**config.mk**
```make
export PLATFORM = sky130hd
export DESIGN_NAME = dle_stx_frame_receiver_unit_flat
export DESIGN_NICKNAME = d
export VERILOG_FILES = /design/src/design/dsfr_pkg.sv /design/src/design/dsfr_if.sv /design/src/design/dle_stx_frame_receiver_unit.sv /design/src/flat_wrapper.sv
export SDC_FILE = /design/constraint.sdc
export NUM_CORES = 1
export LEC_CHECK = 0
export ABC_CLOCK_PERIOD_IN_PS = 7900
export BUFFER_PORTS_ARGS = -buffer_cell sky130_fd_sc_hd__buf_4
export CELL_PAD_IN_SITES_DETAIL_PLACEMENT = 0
export CELL_PAD_IN_SITES_GLOBAL_PLACEMENT = 1
export CORE_MARGIN = 2
export CORE_UTILIZATION = 49
export DETAILED_ROUTE_END_ITERATION = 7
export PLACE_DENSITY = 0.89
export SYNTH_ARGS = -nofsm -noshare
export SYNTH_HDL_FRONTEND = slang
export SYNTH_SLANG_ARGS = --single-unit
```
**constraint.sdc**
```tcl
create_clock -name clk -period 7.9 [get_ports clk]
set_clock_uncertainty 0.15 [all_clocks]
set_input_delay 1.58 -clock clk [delete_from_list [all_inputs] [get_ports clk]]
set_output_delay 1.58 -clock clk [all_outputs]
set_load 0.01 [all_outputs]
```
**src/design/dsfr_pkg.sv**
```systemverilog
// Shared types and constants for the DLE/STX frame receiver.
package dsfr_pkg;

  localparam logic [7:0] CH_DLE  = 8'h10;
  localparam logic [7:0] CH_STX  = 8'h02;
  localparam logic [7:0] CH_ETX  = 8'h03;
  localparam logic [7:0] CK_SEED = 8'h12;
  localparam logic [7:0] MAX_FRAME_BYTES_RESET = 8'd64;
  localparam logic [7:0] COUNT_SAT = 8'hff;

  typedef enum logic [2:0] {
    PH_HUNT     = 3'd0,
    PH_WAIT_STX = 3'd1,
    PH_DEST     = 3'd2,
    PH_MSGID    = 3'd3,
    PH_DATA     = 3'd4,
    PH_DATA_DLE = 3'd5
  } phase_t;

  typedef enum logic [1:0] {
    ST_BUSY = 2'd0,
    ST_FAIL = 2'd1,
    ST_GOOD = 2'd2
  } status_t;

  typedef enum logic [1:0] {
    ERR_NONE     = 2'd0,
    ERR_FRAMING  = 2'd1,
    ERR_LENGTH   = 2'd2,
    ERR_CHECKSUM = 2'd3
  } err_t;

endpackage

```
**src/design/dsfr_if.sv**
```systemverilog
// Input and result channel interfaces of the frame receiver.
interface dsfr_in_if;
  logic       valid;
  logic       ready;
  logic [7:0] rx_byte;

  modport source (output valid, output rx_byte, input ready);
  modport sink (input valid, input rx_byte, output ready);
endinterface

interface dsfr_out_if;
  logic        valid;
  logic        ready;
  logic [1:0]  status;
  logic [1:0]  error_kind;
  logic [7:0]  frame_length;
  logic [7:0]  dest_addr;
  logic [7:0]  message_id;
  logic [15:0] good_frame_count;
  logic [15:0] bad_data_count;
  logic [15:0] checksum_error_count;

  modport source (
    output valid, output status, output error_kind, output frame_length,
    output dest_addr, output message_id, output good_frame_count,
    output bad_data_count, output checksum_error_count, input ready
  );
  modport sink (
    input valid, input status, input error_kind, input frame_length,
    input dest_addr, input message_id, input good_frame_count,
    input bad_data_count, input checksum_error_count, output ready
  );
endinterface

```
**src/design/dle_stx_frame_receiver_unit.sv**
```systemverilog
// DLE/STX framed byte receiver with additive checksum, top level.
// An accepted item's result is registered in the output register and is seen there in the next cycle.
// Throughput: one item per cycle; the single output register sets it, and the
// input is held off only while that register holds a result not yet taken.
// Reset (rst, synchronous): parser back to hunting, counters and held bytes
// cleared, max_frame_bytes back to 64, output register empty.
module dle_stx_frame_receiver_unit
  import dsfr_pkg::*;
(
  input  logic       clk,
  input  logic       rst,
  input  logic       cfg_we,
  input  logic [7:0] cfg_wdata,
  dsfr_in_if.sink    in_ch,
  dsfr_out_if.source out_ch
);

  logic [7:0]  max_frame_bytes;
  phase_t      phase, phase_next;
  logic [7:0]  byte_count, byte_count_next;
  logic [7:0]  running_sum, running_sum_next;
  logic [7:0]  last_byte, last_byte_next;
  logic [7:0]  byte_before_last, byte_before_last_next;
  logic [7:0]  held_dest, held_dest_next;
  logic [7:0]  held_msg_id, held_msg_id_next;
  logic [15:0] good_frames, good_frames_next;
  logic [15:0] bad_data, bad_data_next;
  logic [15:0] checksum_errors, checksum_errors_next;
  status_t     status_next;
  err_t        err_next;

  logic       accept;
  logic [7:0] b;
  logic [8:0] count_inc;
  logic       overflow;
  logic [7:0] expect_ck;
  logic [7:0] take_count;

  assign b         = in_ch.rx_byte;
  assign accept    = in_ch.valid && in_ch.ready;
  assign in_ch.ready = !out_ch.valid || out_ch.ready;
  assign count_inc = {1'b0, byte_count} + 9'd1;
  assign overflow  = count_inc > {1'b0, max_frame_bytes};
  assign take_count = (byte_count == COUNT_SAT) ? byte_count : count_inc[7:0];
  assign expect_ck = CK_SEED + running_sum - last_byte - byte_before_last;

  // next phase
  always_comb begin
    phase_next = phase;
    case (phase)
      PH_HUNT:     phase_next = (b == CH_DLE) ? PH_WAIT_STX : PH_HUNT;
      PH_WAIT_STX: phase_next = (b == CH_STX) ? PH_DEST : PH_HUNT;
      PH_DEST:     phase_next = PH_MSGID;
      PH_MSGID:    phase_next = PH_DATA;
      PH_DATA: begin
        if (overflow) phase_next = PH_HUNT;
        else if (b == CH_DLE) phase_next = PH_DATA_DLE;
        else phase_next = PH_DATA;
      end
      PH_DATA_DLE: phase_next = (b == CH_ETX) ? PH_HUNT : PH_DATA;
      default:     phase_next = PH_HUNT;
    endcase
  end

  // datapath and result
  always_comb begin
    byte_count_next       = byte_count;
    running_sum_next      = running_sum;
    last_byte_next        = last_byte;
    byte_before_last_next = byte_before_last;
    held_dest_next        = held_dest;
    held_msg_id_next      = held_msg_id;
    good_frames_next      = good_frames;
    bad_data_next         = bad_data;
    checksum_errors_next  = checksum_errors;
    status_next           = ST_BUSY;
    err_next              = ERR_NONE;
    case (phase)
      PH_HUNT: begin
        byte_count_next       = '0;
        running_sum_next      = '0;
        last_byte_next        = '0;
        byte_before_last_next = '0;
        held_dest_next        = '0;
        held_msg_id_next      = '0;
        if (b != CH_DLE) begin
          bad_data_next = bad_data + 16'd1;
          status_next   = ST_FAIL;
          err_next      = ERR_FRAMING;
        end
      end
      PH_WAIT_STX: begin
        if (b != CH_STX) begin
          bad_data_next = bad_data + 16'd1;
          status_next   = ST_FAIL;
          err_next      = ERR_FRAMING;
        end
      end
      PH_DEST, PH_MSGID, PH_DATA: begin
        byte_count_next       = take_count;
        running_sum_next      = running_sum + b;
        byte_before_last_next = last_byte;
        last_byte_next        = b;
        if (phase == PH_DEST) held_dest_next = b;
        if (phase == PH_MSGID) held_msg_id_next = b;
        if (phase == PH_DATA && overflow) begin
          bad_data_next = bad_data + 16'd1;
          status_next   = ST_FAIL;
          err_next      = ERR_LENGTH;
        end
      end
      PH_DATA_DLE: begin
        if (b == CH_ETX) begin
          if (expect_ck == byte_before_last) begin
            good_frames_next = good_frames + 16'd1;
            status_next      = ST_GOOD;
          end else begin
            checksum_errors_next = checksum_errors + 16'd1;
            status_next          = ST_FAIL;
            err_next             = ERR_CHECKSUM;
          end
        end else begin
          // byte after a body DLE: taken without the length check
          byte_count_next       = take_count;
          running_sum_next      = running_sum + b;
          byte_before_last_next = last_byte;
          last_byte_next        = b;
        end
      end
      default: begin
        bad_data_next = bad_data + 16'd1;
        status_next   = ST_FAIL;
        err_next      = ERR_FRAMING;
      end
    endcase
  end

  always_ff @(posedge clk) begin
    if (rst) begin
      max_frame_bytes  <= MAX_FRAME_BYTES_RESET;
      phase            <= PH_HUNT;
      byte_count       <= '0;
      running_sum      <= '0;
      last_byte        <= '0;
      byte_before_last <= '0;
      held_dest        <= '0;
      held_msg_id      <= '0;
      good_frames      <= '0;
      bad_data         <= '0;
      checksum_errors  <= '0;
      out_ch.valid     <= 1'b0;
    end else begin
      if (cfg_we) max_frame_bytes <= cfg_wdata;
      if (accept) begin
        phase            <= phase_next;
        byte_count       <= byte_count_next;
        running_sum      <= running_sum_next;
        last_byte        <= last_byte_next;
        byte_before_last <= byte_before_last_next;
        held_dest        <= held_dest_next;
        held_msg_id      <= held_msg_id_next;
        good_frames      <= good_frames_next;
        bad_data         <= bad_data_next;
        checksum_errors  <= checksum_errors_next;
        out_ch.valid     <= 1'b1;
      end else if (out_ch.ready) begin
        out_ch.valid <= 1'b0;
      end
    end
  end

  always_ff @(posedge clk) begin
    if (accept) begin
      out_ch.status               <= status_next;
      out_ch.error_kind           <= err_next;
      out_ch.frame_length         <= byte_count_next;
      out_ch.dest_addr            <= held_dest_next;
      out_ch.message_id           <= held_msg_id_next;
      out_ch.good_frame_count     <= good_frames_next;
      out_ch.bad_data_count       <= bad_data_next;
      out_ch.checksum_error_count <= checksum_errors_next;
    end
  end

`ifndef SYNTHESIS
  a_reset_empty: assert property (@(posedge clk) rst |=> !out_ch.valid)
    else $error("result register not empty after reset");
  a_good_no_error: assert property (@(posedge clk) disable iff (rst)
    out_ch.valid && out_ch.status == ST_GOOD |-> out_ch.error_kind == ERR_NONE)
    else $error("good frame reported with an error kind");
  a_fail_has_error: assert property (@(posedge clk) disable iff (rst)
    out_ch.valid && out_ch.status == ST_FAIL |-> out_ch.error_kind != ERR_NONE)
    else $error("failed item reported without an error kind");
  a_counters_on_accept: assert property (@(posedge clk) disable iff (rst)
    !accept |=> $stable(good_frames) && $stable(bad_data) && $stable(checksum_errors))
    else $error("statistics changed without an accepted item");
`endif

endmodule
```
**src/flat_wrapper.sv**
```systemverilog
// flat-port wrapper written by rule: the top's interface ports become plain ports
module dle_stx_frame_receiver_unit_flat import dsfr_pkg::*;
  (clk, rst, cfg_we, cfg_wdata, in_ch_valid, in_ch_rx_byte, in_ch_ready, out_ch_valid, out_ch_status, out_ch_error_kind, out_ch_frame_length, out_ch_dest_addr, out_ch_message_id, out_ch_good_frame_count, out_ch_bad_data_count, out_ch_checksum_error_count, out_ch_ready);
  dsfr_in_if in_ch_i ();
  dsfr_out_if out_ch_i ();
  input  logic clk;
  input  logic rst;
  input  logic cfg_we;
  input  logic [7:0] cfg_wdata;
  input wire logic [$bits(in_ch_i.valid)-1:0] in_ch_valid;
  input wire logic [$bits(in_ch_i.rx_byte)-1:0] in_ch_rx_byte;
  output wire logic [$bits(in_ch_i.ready)-1:0] in_ch_ready;
  output wire logic [$bits(out_ch_i.valid)-1:0] out_ch_valid;
  output wire logic [$bits(out_ch_i.status)-1:0] out_ch_status;
  output wire logic [$bits(out_ch_i.error_kind)-1:0] out_ch_error_kind;
  output wire logic [$bits(out_ch_i.frame_length)-1:0] out_ch_frame_length;
  output wire logic [$bits(out_ch_i.dest_addr)-1:0] out_ch_dest_addr;
  output wire logic [$bits(out_ch_i.message_id)-1:0] out_ch_message_id;
  output wire logic [$bits(out_ch_i.good_frame_count)-1:0] out_ch_good_frame_count;
  output wire logic [$bits(out_ch_i.bad_data_count)-1:0] out_ch_bad_data_count;
  output wire logic [$bits(out_ch_i.checksum_error_count)-1:0] out_ch_checksum_error_count;
  input wire logic [$bits(out_ch_i.ready)-1:0] out_ch_ready;
  assign in_ch_i.valid = in_ch_valid;
  assign in_ch_i.rx_byte = in_ch_rx_byte;
  assign in_ch_ready = in_ch_i.ready;
  assign out_ch_valid = out_ch_i.valid;
  assign out_ch_status = out_ch_i.status;
  assign out_ch_error_kind = out_ch_i.error_kind;
  assign out_ch_frame_length = out_ch_i.frame_length;
  assign out_ch_dest_addr = out_ch_i.dest_addr;
  assign out_ch_message_id = out_ch_i.message_id;
  assign out_ch_good_frame_count = out_ch_i.good_frame_count;
  assign out_ch_bad_data_count = out_ch_i.bad_data_count;
  assign out_ch_checksum_error_count = out_ch_i.checksum_error_count;
  assign out_ch_i.ready = out_ch_ready;
  dle_stx_frame_receiver_unit u_core (.clk(clk), .rst(rst), .cfg_we(cfg_we), .cfg_wdata(cfg_wdata), .in_ch(in_ch_i), .out_ch(out_ch_i));
endmodule
```
== Word level (Yosys, flattened, before mapping) ==
Cells that the tools add are included.
Operators by class
  add/subtract/negate cells: 8
  $mul: 0
  divide/modulo/power cells: 0
  magnitude comparators: 1
  equal/unequal tests: 13
  shift operators: 0
  multiplexer cells: 41
  bitwise gates (word level): 0
  reductions and logical operators: 9
Operator list (count)
  16-bit 2-to-1 mux: 9
  8-bit one-hot mux with 3 select lines: 4
  16-bit one-hot mux with 4 select lines: 1
  8-bit 2-to-1 mux: 7
  16-bit by 1-bit adder with 16-bit output (second input constant): 3
  8-bit one-hot mux with 2 select lines: 2
  3-bit one-hot mux with 6 select lines: 1
  8-bit by 2-bit == test with 1-bit output (second input constant): 2
  2-bit one-hot mux with 4 select lines: 2
  8-bit subtractor: 2
  2-bit 2-to-1 mux: 6
  8-bit by 1-bit adder with 9-bit output (second input constant): 1
  9-bit by 8-bit > comparator with 1-bit output: 1
  5-bit by 8-bit adder with 8-bit output (first input constant): 1
  8-bit adder: 1
  8-bit by 5-bit == test with 1-bit output (second input constant): 1
  8-bit == test: 1
  8-bit == test (second input constant): 1
  8-bit by 2-bit != test with 1-bit output (second input constant): 1
  8-bit by 5-bit != test with 1-bit output (second input constant): 1
  1-bit 2-to-1 mux: 7
  3-bit by 2-bit == test with 1-bit output (second input constant): 2
  3-bit == test (second input constant): 2
  3-bit 2-to-1 mux: 2
  10 further kinds: 11
Word-level totals
  flip-flop bits (word level): 184
  latch bits: 0
  memory bits (writable): 0
  memory bits (read-only): 0
  output and inout bits: 78
  memories: 0

== Logic depth before layout (Yosys ltp) ==
Gate-level depths: netlist of run 1.
  depth after elaboration: 7
  depth in mapped cells: 16

== Least setup slack after synthesis of run 1 ==
OpenSTA, ideal clock, no wires.
  path type: input port to flip-flop
  from: input out_ch_ready
  to: register u_core.byte_count[6]
  library setup time: 0.281 ns
  data arrival time: 4.824 ns
  data required time: 7.469 ns
  path slack: 2.644 ns
  stages on the path: 6
  path buffers: 2
  cells stage by stage: nand2b_1 > nand2_1 > inv_1 > clkbuf_1 > buf_1 > a311oi_1
Between the ends
  word-level cells in the longest chain between the ends: 2
RTL lines
  from (decl): line flat_wrapper.sv:22  | input wire logic [$bits(out_ch_i.ready)-1:0] out_ch_ready;
  1-bit logical OR: line dle_stx_frame_receiver_unit.sv:41  | assign in_ch.ready = !out_ch.valid || out_ch.ready;
  1-bit logical AND: line dle_stx_frame_receiver_unit.sv:40  | assign accept = in_ch.valid && in_ch.ready;
  named net u_core.accept: line dle_stx_frame_receiver_unit.sv:32  | logic accept;
  to (signal assigned): line dle_stx_frame_receiver_unit.sv:156  | byte_count <= byte_count_next;
  to (decl): line dle_stx_frame_receiver_unit.sv:20  | logic [7:0] byte_count, byte_count_next;
The timed path passes the listed nets, and every way through them passes these cells.
A chain may end at the register's enable or synchronous reset.

== Worst setup path after layout of run 1 ==
  from: register u_core.byte_before_last[1]
  to: register u_core.out_ch.good_frame_count[1] (data pin)
Between the ends
  word-level cells in the longest chain between the ends: 5
RTL lines
  from (decl): line dle_stx_frame_receiver_unit.sv:23  | logic [7:0] byte_before_last, byte_before_last_next;
  from (signal assigned): line dle_stx_frame_receiver_unit.sv:159  | byte_before_last <= byte_before_last_next;
  8-bit subtractor: line dle_stx_frame_receiver_unit.sv:45  | assign expect_ck = CK_SEED + running_sum - last_byte - byte_before_last;
  8-bit == test (*): line dle_stx_frame_receiver_unit.sv:114  | if (expect_ck == byte_before_last) begin
  16-bit 2-to-1 mux (*): line dle_stx_frame_receiver_unit.sv:114
  16-bit 2-to-1 mux (*): line dle_stx_frame_receiver_unit.sv:113  | if (b == CH_ETX) begin
  16-bit 2-to-1 mux (*): line dle_stx_frame_receiver_unit.sv:78  | case (phase)
  named net u_core.good_frames_next[1]: line dle_stx_frame_receiver_unit.sv:26  | logic [15:0] good_frames, good_frames_next;
  to (signal assigned): line dle_stx_frame_receiver_unit.sv:179  | out_ch.good_frame_count <= good_frames_next;
  to (decl): line dsfr_if.sv:25  | output dest_addr, output message_id, output good_frame_count,
Mark *: on every way through the listed nets, which the timed path passes. The rest lies on a longest branch.

==> qor.yml, run 1 <==
die_h_um: 142
hold_violations: 0
ys_seq_area_share_pct: 47.4
via_per_inst: 5.61
status: "finished, final reports clean"
p_sw_uw: 480
ant_nets: 0
instances_no_fill: 1302
cts_tree: "yes"
p_leak_uw: 0.00426
cts_setup_buffers: 0
grtUsageMet3_pct: 3.06
yosys.area.top_type: "edfxtp_1"
row_count: 50
die-area_um2: 20200
grt_usage_pct: 20.3
critPathMaxFanout: 44
p_sw_share_pct: 23.6
gp_congestion: 0.810
diodes: 0
synth_nets: 1047
ys_ff_latch: 183
fill_cells: 1644
finalSetupViolCount: 0
crit_path_end_kind: "flip-flop"
dr.pass1.iters: 5
power_frac_clock_pct: 40.8
cts-root-buf: "clkbuf_16"
syn_to_final_growth_pct: 15.6
post-place-ws_ps: 2970
synth_top_area_share_pct: 24.4
synth_edf_count: 76
layout_setup_ws_ps: 3290
crit_family: "adder cells"
grt_pass1_wl_um: 33100
worst_path_max_delay_cell: "or4_1"
path_cells: "inv_1 -> fa_1 -> inv_1 -> fa_1 -> inv_1 -> ha_1 -> fa_1 -> xor2_1 -> nor4_1 -> nand4b_1 -> or4_1 -> buf_4 -> nor2_1 -> mux2_2"
clockBufferDepth: 2
grt-busiest-layer: "met2"
drc: 0
drtIter0Drc: 638
rsz0062_at_grt: "false"
finalCriticalPeriod_ps: 4610
die_w_um: 142
final_util_pct: 57.7
slew_violations: 0
hpwl_um: 13400
drive_gt1_share_pct: 15.2
yosysWarningCount: 0
nets: 1115
dr_total_vias: 7308
slew_headroom_pct: 37.7
cap_violations: 0
worstSetupStartpointType: "flip-flop"
power.share.combinational_pct: 8.7
use_met2_pct: 31.9
clk_latency_ps: 430
h-tree-depth: 4
critPathMaxStageDelay_ps: 500
wl_um: 20300
grt_pass1_vias: 6593
synth.top_cells.by_count: "109 x nor2_1, 107 x dfxtp_1, 76 x edfxtp_1, 71 x a21oi_1, 68 x nand2_1"
period_share_pct: 58.4
max-vdd-ir-drop_mv: 0.151
setup_tns_ps: 0
synth-main-ff-cell: "dfxtp_1"
synthTopCellsByArea: "edfxtp_1 24%, dfxtp_1 23%, nor2_1 4.4%"
grt_max_degree: 81
r2r_setup_slack_ps: 3290
cts_inserted_buffers: 17
synth_cell_types: 59
power_frac_seq_pct: 50.5
clock_sinks: 183
hp-class: "reg -> reg"
place_inst: 1270
synth.most_common_cell: "nor2_1"
critPathRequiredTime_ps: 7930
p_per_area_nw_per_um2: 188
grt_use_met1_pct: 29.1
async_reset_ff_share_pct: 0
syn-cell-area_um2: 9340
path_class: "reg -> reg"
antenna_found_initial: 0
syn_inst: 987
path_clk_slew_ps: 70
core_area_um2: 18700
portBuffers: 98
tightest_slew_ps: 934
crit_buf_inv: 4
cts_resized: 0
postCtsHoldBufs: 0
wire_per_inst_um: 15.6
initial_core_util_pct: 49.9
overflow: 0
p_int_uw: 1550
cp.arrival_ps: 4640
ios: 99
clock.fmax_mhz: 217
syn_area_per_cell_um2: 9.46
-- sequential cells by signal, summed over array words and instances, names as in the netlist, 16 cells and up --
name	count
u_core.out_ch.checksum_error_count	16
u_core.out_ch.bad_data_count	16
u_core.good_frames	16
u_core.checksum_errors	16
u_core.bad_data	16
u_core.out_ch.good_frame_count	16
-- metrics by stage --
step / power, uW / hold slack (ps) / cell area, um^2
after floorplan: 1160 / 310 / 9340
after global placement: 1220 / 321 / 10200
after detailed placement: 1230 / 331 / 10200
after CTS: 2050 / 345 / 10800
after global routing: 2110 / 369 / 10800
final: 2030 / 341 / 10800
-- power groups by stage --
stage	Sequential (uW)	Clock, uW	Combinational, uW
2_1_floorplan	1060	0	99.1
3_3_place_gp	1050	0	174
3_5_place_dp	1050	0	177
4_1_cts	1030	847	178
5_1_grt	1030	886	195
6_report	1030	831	176
-- final timing paths --
path | startpoint | endpoint | depth (start not counted)
worst max register to register | u_core.byte_before_last[1]$_SDFFE_PP0P_ | u_core.out_ch.good_frame_count[1]$_DFFE_PP_ | 14
worst min register to register | u_core.max_frame_bytes[6]$_SDFFE_PP1P_ | u_core.max_frame_bytes[6]$_SDFFE_PP1P_ | 2
worst min-delay path | u_core.max_frame_bytes[6]$_SDFFE_PP1P_ | u_core.max_frame_bytes[6]$_SDFFE_PP1P_ | 2
worst max-delay path | u_core.byte_before_last[1]$_SDFFE_PP0P_ | u_core.out_ch.good_frame_count[1]$_DFFE_PP_ | 14
-- placed cells by master (no fill, tap or decap), types with 9 or more instances in the layout --
master / Yosys / routed
a22o_1: 18 / 18
nor2b_1: 11 / 11
inv_1: 50 / 49
a21oi_1: 71 / 71
nor3_1: 26 / 26
buf_4: 0 / 107
edfxtp_1: 76 / 76
a22oi_1: 15 / 15
nand3_1: 40 / 40
ha_1: 30 / 30
nand2_1: 68 / 67
or3_1: 9 / 9
nor4_1: 15 / 15
dfxtp_1: 107 / 107
o21ai_0: 37 / 37
clkbuf_16: 0 / 17
o31ai_1: 34 / 34
nor2_1: 109 / 109
or4_1: 31 / 31
mux2_2: 9 / 9
xnor2_1: 20 / 20
and3_1: 11 / 11
xor2_1: 46 / 46
fa_1: 9 / 9
-- cells by family after synthesis --
family | synth area share [%]
xor+xnor | 6.19
mux | 1.94
fa+ha+maj | 5.95
simple gates | 19.4
compound gates | 14.7
buf+inv | 4.47
flops | 47.4
-- final cells by class --
cell class / instances / area [um^2] / share of cell area, %
well taps: 234 / 293 / 2.71
repair buffers: 107 / 803 / 7.44
inverters: 50 / 190 / 1.76
flip-flops and latches: 183 / 4420 / 41.0
clock buffers: 20 / 447 / 4.14
multi-input cells: 696 / 4520 / 41.8
clock inverters: 12 / 128 / 1.18
-- routing by layer --
layer / routed length, um / vias up
met5: 0 / -
li1: - / 3702
met3: 687 / 21
met1: 9770 / 3432
met4: 283 / 0
met2: 9540 / 153
-- tightest hold or removal path, stage by stage (launching register included) --
cell and delay (ps):
dfxtp_1 300, inv_1 60, o211ai_1 80
Power figures use the tool's default switching activity.
==> run 2: changes to the inputs <==
ABC_CLOCK_PERIOD_IN_PS = 3900   (was 7900)
CORE_UTILIZATION = 41   (was 49)
PLACE_DENSITY = 0.8   (was 0.89)
clock period = 3.9 ns   (was 7.9 ns; I/O delays follow)
==> qor.yml, run 2 (synthesized netlist as in run 1, its figures left out) <==
cp.arrival_ps: 4200  # was 4640 ps
ant_nets: 0  # unchanged
dr.pass1.iters: 5  # unchanged
slew_violations: 0  # unchanged
tightest_slew_ps: 866  # was 934 ps
dr_total_vias: 7488  # was 7,308
syn_to_final_growth_pct: 23.1  # was 15.6%
max-vdd-ir-drop_mv: 0.298  # was 0.151 mV
finalSetupViolCount: 14  # was 0
critPathRequiredTime_ps: 4120  # was 7930 ps
p_leak_uw: 0.00466  # was 0.00426 uW
clockBufferDepth: 2  # unchanged
hpwl_um: 14700  # was 13,400 um
die_w_um: 155  # was 142 um
layout_commonest_cell: "buf_4"  # was nor2_1
row_count: 55  # was 50
postLayoutCellArea_um2: 11500  # was 10,800 um^2
via_per_inst: 5.39  # was 5.61
cts-root-buf: "clkbuf_16"  # unchanged
place_inst: 1350  # was 1,270
power.share.combinational_pct: 9.2  # was 8.7%
portBuffers: 98  # unchanged
placed_area_um2: 10600  # was 10,200 um^2
rsz0062_at_grt: "true"  # was false
path_clk_slew_ps: 70  # about the same
die-area_um2: 24000  # was 20,200 um^2
die_h_um: 155  # was 142 um
layout_common_cells: "136 x buf_4, 107 x nor2_1, 105 x dfxtp_1"  # was 109 x nor2_1, 107 x buf_4, 107 x dfxtp_1
hold_violations: 0  # unchanged
cts_inserted_buffers: 17  # unchanged
drive_gt1_share_pct: 21.3  # was 15.2%
clk_latency_ps: 450  # was 430 ps
core_area_um2: 22500  # was 18,700 um^2
instances_no_fill: 1390  # was 1,302
crit_buf_inv: 4  # unchanged
grt_pass1_wl_um: 34900  # was 33,100 um
initial_core_util_pct: 41.5  # was 49.9%
postCtsHoldBufs: 0  # unchanged
wire_per_inst_um: 15.7  # was 15.6 um
antenna_found_initial: 0  # unchanged
p_sw_share_pct: 26.7  # was 23.6%
worstSetupStartpointType: "flip-flop"  # unchanged
grt_usage_pct: 18.2  # was 20.3%
clock.fmax_mhz: 251  # was 217 MHz
slew_headroom_pct: 42.1  # was 37.7%
path_class: "reg -> reg"  # unchanged
grt_pass1_vias: 6865  # was 6,593
p_per_area_nw_per_um2: 365  # was 188 nW/um^2
drc: 0  # unchanged
diodes: 0  # unchanged
nets: 1152  # was 1,115
layout_setup_ws_ps: -78.0  # was 3290 ps
cap_violations: 0  # unchanged
crit_family: "simple AND/OR/NAND/NOR gates"  # was adder cells
critPathMaxFanout: 15  # was 44
grt_max_degree: 102  # was 81
power_frac_clock_pct: 41.2  # was 40.8%
power_frac_seq_pct: 49.6  # was 50.5%
overflow: 0  # unchanged
worst_path_max_delay_cell: "or4_4"  # was or4_1
status: "complete, but fails checks"  # was finished, final reports clean
h-tree-depth: 4  # unchanged
crit_path_end_kind: "flip-flop"  # unchanged
p_sw_uw: 1120  # was 480 uW
cts_tree: "yes"  # unchanged
ios: 99  # unchanged
violations: "setup timing"
drtIter0Drc: 532  # was 638
gp_congestion: 0.842  # was 0.810
wl_um: 21800  # was 20,300 um
path_cells: "inv_2 -> fa_2 -> inv_2 -> fa_1 -> inv_2 -> ha_4 -> fa_1 -> xor2_1 -> nor4_2 -> nand4b_1 -> or4_4 -> buf_12 -> or4_4 -> a21oi_1"  # was inv_1 -> fa_1 -> inv_1 -> fa_1 -> inv_1 -> ha_1 -> fa_1 -> xor2_1 -> nor4_1 -> nand4b_1 -> or4_1 -> buf_4 -> nor2_1 -> mux2_2
critPathMaxStageDelay_ps: 590  # was 500 ps
finalCriticalPeriod_ps: 3980  # was 4610 ps
crit_top_cell: "inv_2"
clock_sinks: 183  # unchanged
hp-class: "reg -> reg"  # unchanged
period_share_pct: 102  # was 58.4%
p_int_uw: 3070  # was 1550 uW
-- run 2: changes by cell type in the layout (fill, tap and decap cells not counted), sizes merged --
cell and delta:
inv +8, clkbuf -2, bufinv -2, buf +36, clkinvlp -3
-- run 2: routing by layer --
| metal | share of wire [%] | global-route usage [%] | vias to the layer above |
|---|---|---|---|
| li1 | - | - | 3788 |
| met1 | 47 | 24.2 | 3553 |
| met2 | 48 | 30.2 | 118 |
| met3 | 3.3 | 3.01 | 29 |
| met4 | 1.7 | 6.22 | 0 |
| met5 | 0 | 0 | - |
-- run 2: worst paths after layout --
check | start | end | slack [ps] | cells after the start
max | u_core.last_byte[1]$_SDFFE_PP0P_ | u_core.good_frames[3]$_SDFFE_PP0P_ | -80 | 14
min | u_core.max_frame_bytes[6]$_SDFFE_PP1P_ | u_core.max_frame_bytes[6]$_SDFFE_PP1P_ | 340 | 2
max reg2reg | u_core.last_byte[1]$_SDFFE_PP0P_ | u_core.good_frames[3]$_SDFFE_PP0P_ | -80 | 14
min reg2reg | u_core.max_frame_bytes[6]$_SDFFE_PP1P_ | u_core.max_frame_bytes[6]$_SDFFE_PP1P_ | 340 | 2
-- run 2: what timing repair did --
item,in CTS,in global routing
resized for setup,8,40
pin swaps,0,5
endpoints found under the setup margin,32,66
gates cloned,0,1
buffers inserted,0,7
-- run 2: final cells by class --
type | count | area, um^2
clock buffer | 17 | 425
clock inverter | 15 | 173
fill | 2053 | 11000
inverter | 50 | 190
multi-input combinational | 696 | 4760
sequential | 183 | 4430
tap | 285 | 357
timing repair buffer | 144 | 1170
-- run 2: worst min-delay path, cell delays in order (launching register included) --
cell and delay [ps]:
dfxtp_1 300, inv_1 70, o211ai_1 80
-- run 2: power by group through the flow --
stage | registers [uW] | logic, uW | clock network [uW]
after global routing | 2080 | 426 | 1840
final | 2080 | 387 | 1730
after CTS | 2080 | 382 | 1770
after floorplan | 2140 | 202 | 0
after detailed placement | 2120 | 380 | 0
after global placement | 2120 | 375 | 0
-- run 2: through the flow --
step                hold slack [ps]  worst slack [ps]  setup TNS (ps)  power, uW  util (%)
floorplan                       309             -97.7            -318       2340         -
global placement                319              -145           -1270       2500      47.0
detailed placement              337              -200           -2100       2500      47.0
CTS                             348              -144           -1840       4230      49.8
global route                    368              -266           -6970       4350      51.1
finish                          344             -78.0            -715       4190      51.1
==> run 3: changes to the inputs <==
PLACE_DENSITY = not set   (was 0.8)
PLACE_DENSITY_LB_ADDON = 0.1   (was not set)
==> qor.yml, run 3 (synthesized netlist as in run 1, its figures left out) <==
status: "complete, but fails checks"  # unchanged
violations: "setup timing"  # unchanged
drtIter0Drc: 411  # was 532
hold_depth: 2  # unchanged
grt_usage_pct: 19.0  # was 18.2%
layout_commonest_cell: "buf_4"  # unchanged
clock.fmax_mhz: 245  # was 251 MHz
worstSetupStartpointType: "flip-flop"  # unchanged
slew_headroom_pct: 44.2  # was 42.1%
r2r_start: "u_core.byte_before_last[1]$_SDFFE_PP0P_"  # was u_core.last_byte[1]$_SDFFE_PP0P_
cap_violations: 0  # unchanged
multiInputGateArea_um2: 5040  # was 4760 um^2
nets: 1163  # was 1,152
dr_total_vias: 7561  # was 7,488
p_leak_uw: 0.00480  # was 0.00466 uW
hpwl_um: 14900  # was 14,700 um
syn_to_final_growth_pct: 28.8  # was 23.1%
cts_inserted_buffers: 17  # unchanged
cp.arrival_ps: 4300  # was 4200 ps
diodes: 0  # unchanged
finalCriticalPeriod_ps: 4080  # was 3980 ps
initial_core_util_pct: 41.5  # unchanged
die_w_um: 155  # unchanged
grt_pass1_vias: 7043  # was 6,865
row_count: 55  # unchanged
ios: 99  # unchanged
hp-class: "reg -> reg"  # unchanged
worstRegToRegCells: 14  # unchanged
layout_common_cells: "134 x buf_4, 105 x dfxtp_1, 98 x nor2_1"  # was 136 x buf_4, 107 x nor2_1, 105 x dfxtp_1
antenna_found_initial: 0  # unchanged
die-area_um2: 24000  # unchanged
power_frac_seq_pct: 47.6  # was 49.6%
p_sw_uw: 1060  # was 1120 uW
clockBufferDepth: 2  # unchanged
path_clk_slew_ps: 70  # about the same
power_uw: 4370  # was 4190 uW
period_share_pct: 105  # was 102%
drive_gt1_share_pct: 26.0  # was 21.3%
p_int_uw: 3300  # was 3070 uW
tightest_slew_ps: 834  # was 866 ps
core_area_um2: 22500  # unchanged
ant_nets: 0  # unchanged
rsz0062_at_grt: "true"  # unchanged
power.share.combinational_pct: 9.3  # was 9.2%
h-tree-depth: 4  # unchanged
layout_setup_ws_ps: -180  # was -78.0 ps
seqCellArea_um2: 4430  # unchanged
p_sw_share_pct: 24.4  # was 26.7%
grt_pass1_wl_um: 36300  # was 34,900 um
post-place-ws_ps: -369  # was -200 ps
via_per_inst: 5.40  # was 5.39
max-vdd-ir-drop_mv: 0.260  # was 0.298 mV
dr.pass1.iters: 5  # unchanged
gp_congestion: 0.790  # was 0.842
p_per_area_nw_per_um2: 363  # was 365 nW/um^2
clk_latency_ps: 440  # was 450 ps
fill_cells: 2088  # was 2,053
min_from: "u_core.max_frame_bytes[6]$_SDFFE_PP1P_"  # unchanged
r2r_setup_slack_ps: -180  # was -80 ps
overflow: 0  # unchanged
cts_tree: "yes"  # unchanged
cts-root-buf: "clkbuf_16"  # unchanged
grt_max_degree: 73  # was 102
wl_um: 23200  # was 21,800 um
slew_violations: 0  # unchanged
hold_end: "u_core.max_frame_bytes[6]$_SDFFE_PP1P_"  # unchanged
hold_violations: 0  # unchanged
crit_path_end_kind: "flip-flop"  # unchanged
critPathRequiredTime_ps: 4120  # about the same
portBuffers: 98  # unchanged
drc: 0  # unchanged
die_h_um: 155  # unchanged
power_frac_clock_pct: 43.1  # was 41.2%
path_class: "reg -> reg"  # unchanged
critPathMaxFanout: 8  # was 15
wire_per_inst_um: 16.6  # was 15.7 um
finalSetupViolCount: 34  # was 14
worstReg2RegEnd: "u_core.good_frames[2]$_SDFFE_PP0P_"  # was u_core.good_frames[3]$_SDFFE_PP0P_
clock_sinks: 183  # unchanged
==> run 3: cell count changes in the layout (fill, tap and decap cells not counted), moves of 9 or more <==
cell / before / now
nor2_1: 107 / 98
a21oi_2: 1 / 10
a21oi_1: 70 / 61
nor2_4: 2 / 11
==> run 3: power by group through the flow <==
stage	Sequential (uW)	Clock (uW)	Combinational, uW
3_5_place_dp	2120	0	388
4_1_cts	2080	1920	394
5_1_grt	2080	1990	445
6_report	2080	1880	405
3_3_place_gp	2120	0	386
2_1_floorplan	2140	0	202
==> run 3: how the worst max path moves through the flow <==
stage | from | endpoint | slack (ps) | depth (start not counted)
after floorplan | u_core.last_byte[1]$_SDFFE_PP0P_ | u_core.good_frames[10]$_SDFFE_PP0P_ | -100 | 15
after global placement | u_core.last_byte[1]$_SDFFE_PP0P_ | u_core.good_frames[12]$_SDFFE_PP0P_ | -180 | 14
after detailed placement | u_core.last_byte[1]$_SDFFE_PP0P_ | u_core.good_frames[14]$_SDFFE_PP0P_ | -370 | 14
after CTS | u_core.last_byte[1]$_SDFFE_PP0P_ | u_core.good_frames[12]$_SDFFE_PP0P_ | -160 | 14
after global routing | u_core.byte_before_last[1]$_SDFFE_PP0P_ | u_core.good_frames[2]$_SDFFE_PP0P_ | -320 | 14
final | u_core.byte_before_last[1]$_SDFFE_PP0P_ | u_core.good_frames[2]$_SDFFE_PP0P_ | -180 | 14
==> run 3: timing repair <==
item                                    in CTS  in global routing
pin swaps                                    8                 49
setup buffers                               10                  6
endpoints found under the setup margin      46                 63
hold buffers                                 0                  0
gates cloned                                 2                  4
resized for setup                           29                 90
==> run 3: cell type report <==
| type | count | share of cell area, % |
|---|---|---|
| sequential | 183 | 36.8 |
| tap | 285 | 2.96 |
| timing repair buffer | 155 | 11.4 |
| clock buffer | 21 | 4.00 |
| inverter | 50 | 1.58 |
| multi-input combinational | 696 | 41.9 |
| clock inverter | 11 | 1.32 |
==> run 3: worst max-delay path, cell delays in order (launching register included) <==
cell and delay (ps):
dfxtp_2 330, inv_2 40, fa_2 370, inv_2 60
fa_1 400, inv_1 70, ha_2 180, fa_1 430
xor2_1 160, nor4_2 260, nand4b_1 160, or4_4 590
clkbuf_16 210, or4_4 480, a21oi_2 120
==> run 3: through the flow <==
stage | utilization, % | instance area [um^2] | TNS (ps) | hold slack (ps) | instances
6_report | 53.5 | 12000 | -2540 | 340 | 1401
5_1_grt | 53.5 | 12000 | -10350 | 357 | 1401
4_1_cts | 51.2 | 11500 | -2170 | 344 | 1394
3_5_place_dp | 47.1 | 10600 | -6620 | 334 | 1351
3_3_place_gp | 47.1 | 10600 | -1680 | 326 | 1351
2_1_floorplan | - | 9390 | -318 | 309 | 987
==> run 3: layer usage <==
layer	part of all wire [%]	vias up	track usage (%)
met2	48	103	30.7
met4	1.4	0	6.44
met3	2.4	18	2.84
li1	-	3802	-
met5	0	-	0
met1	49	3638	26.3
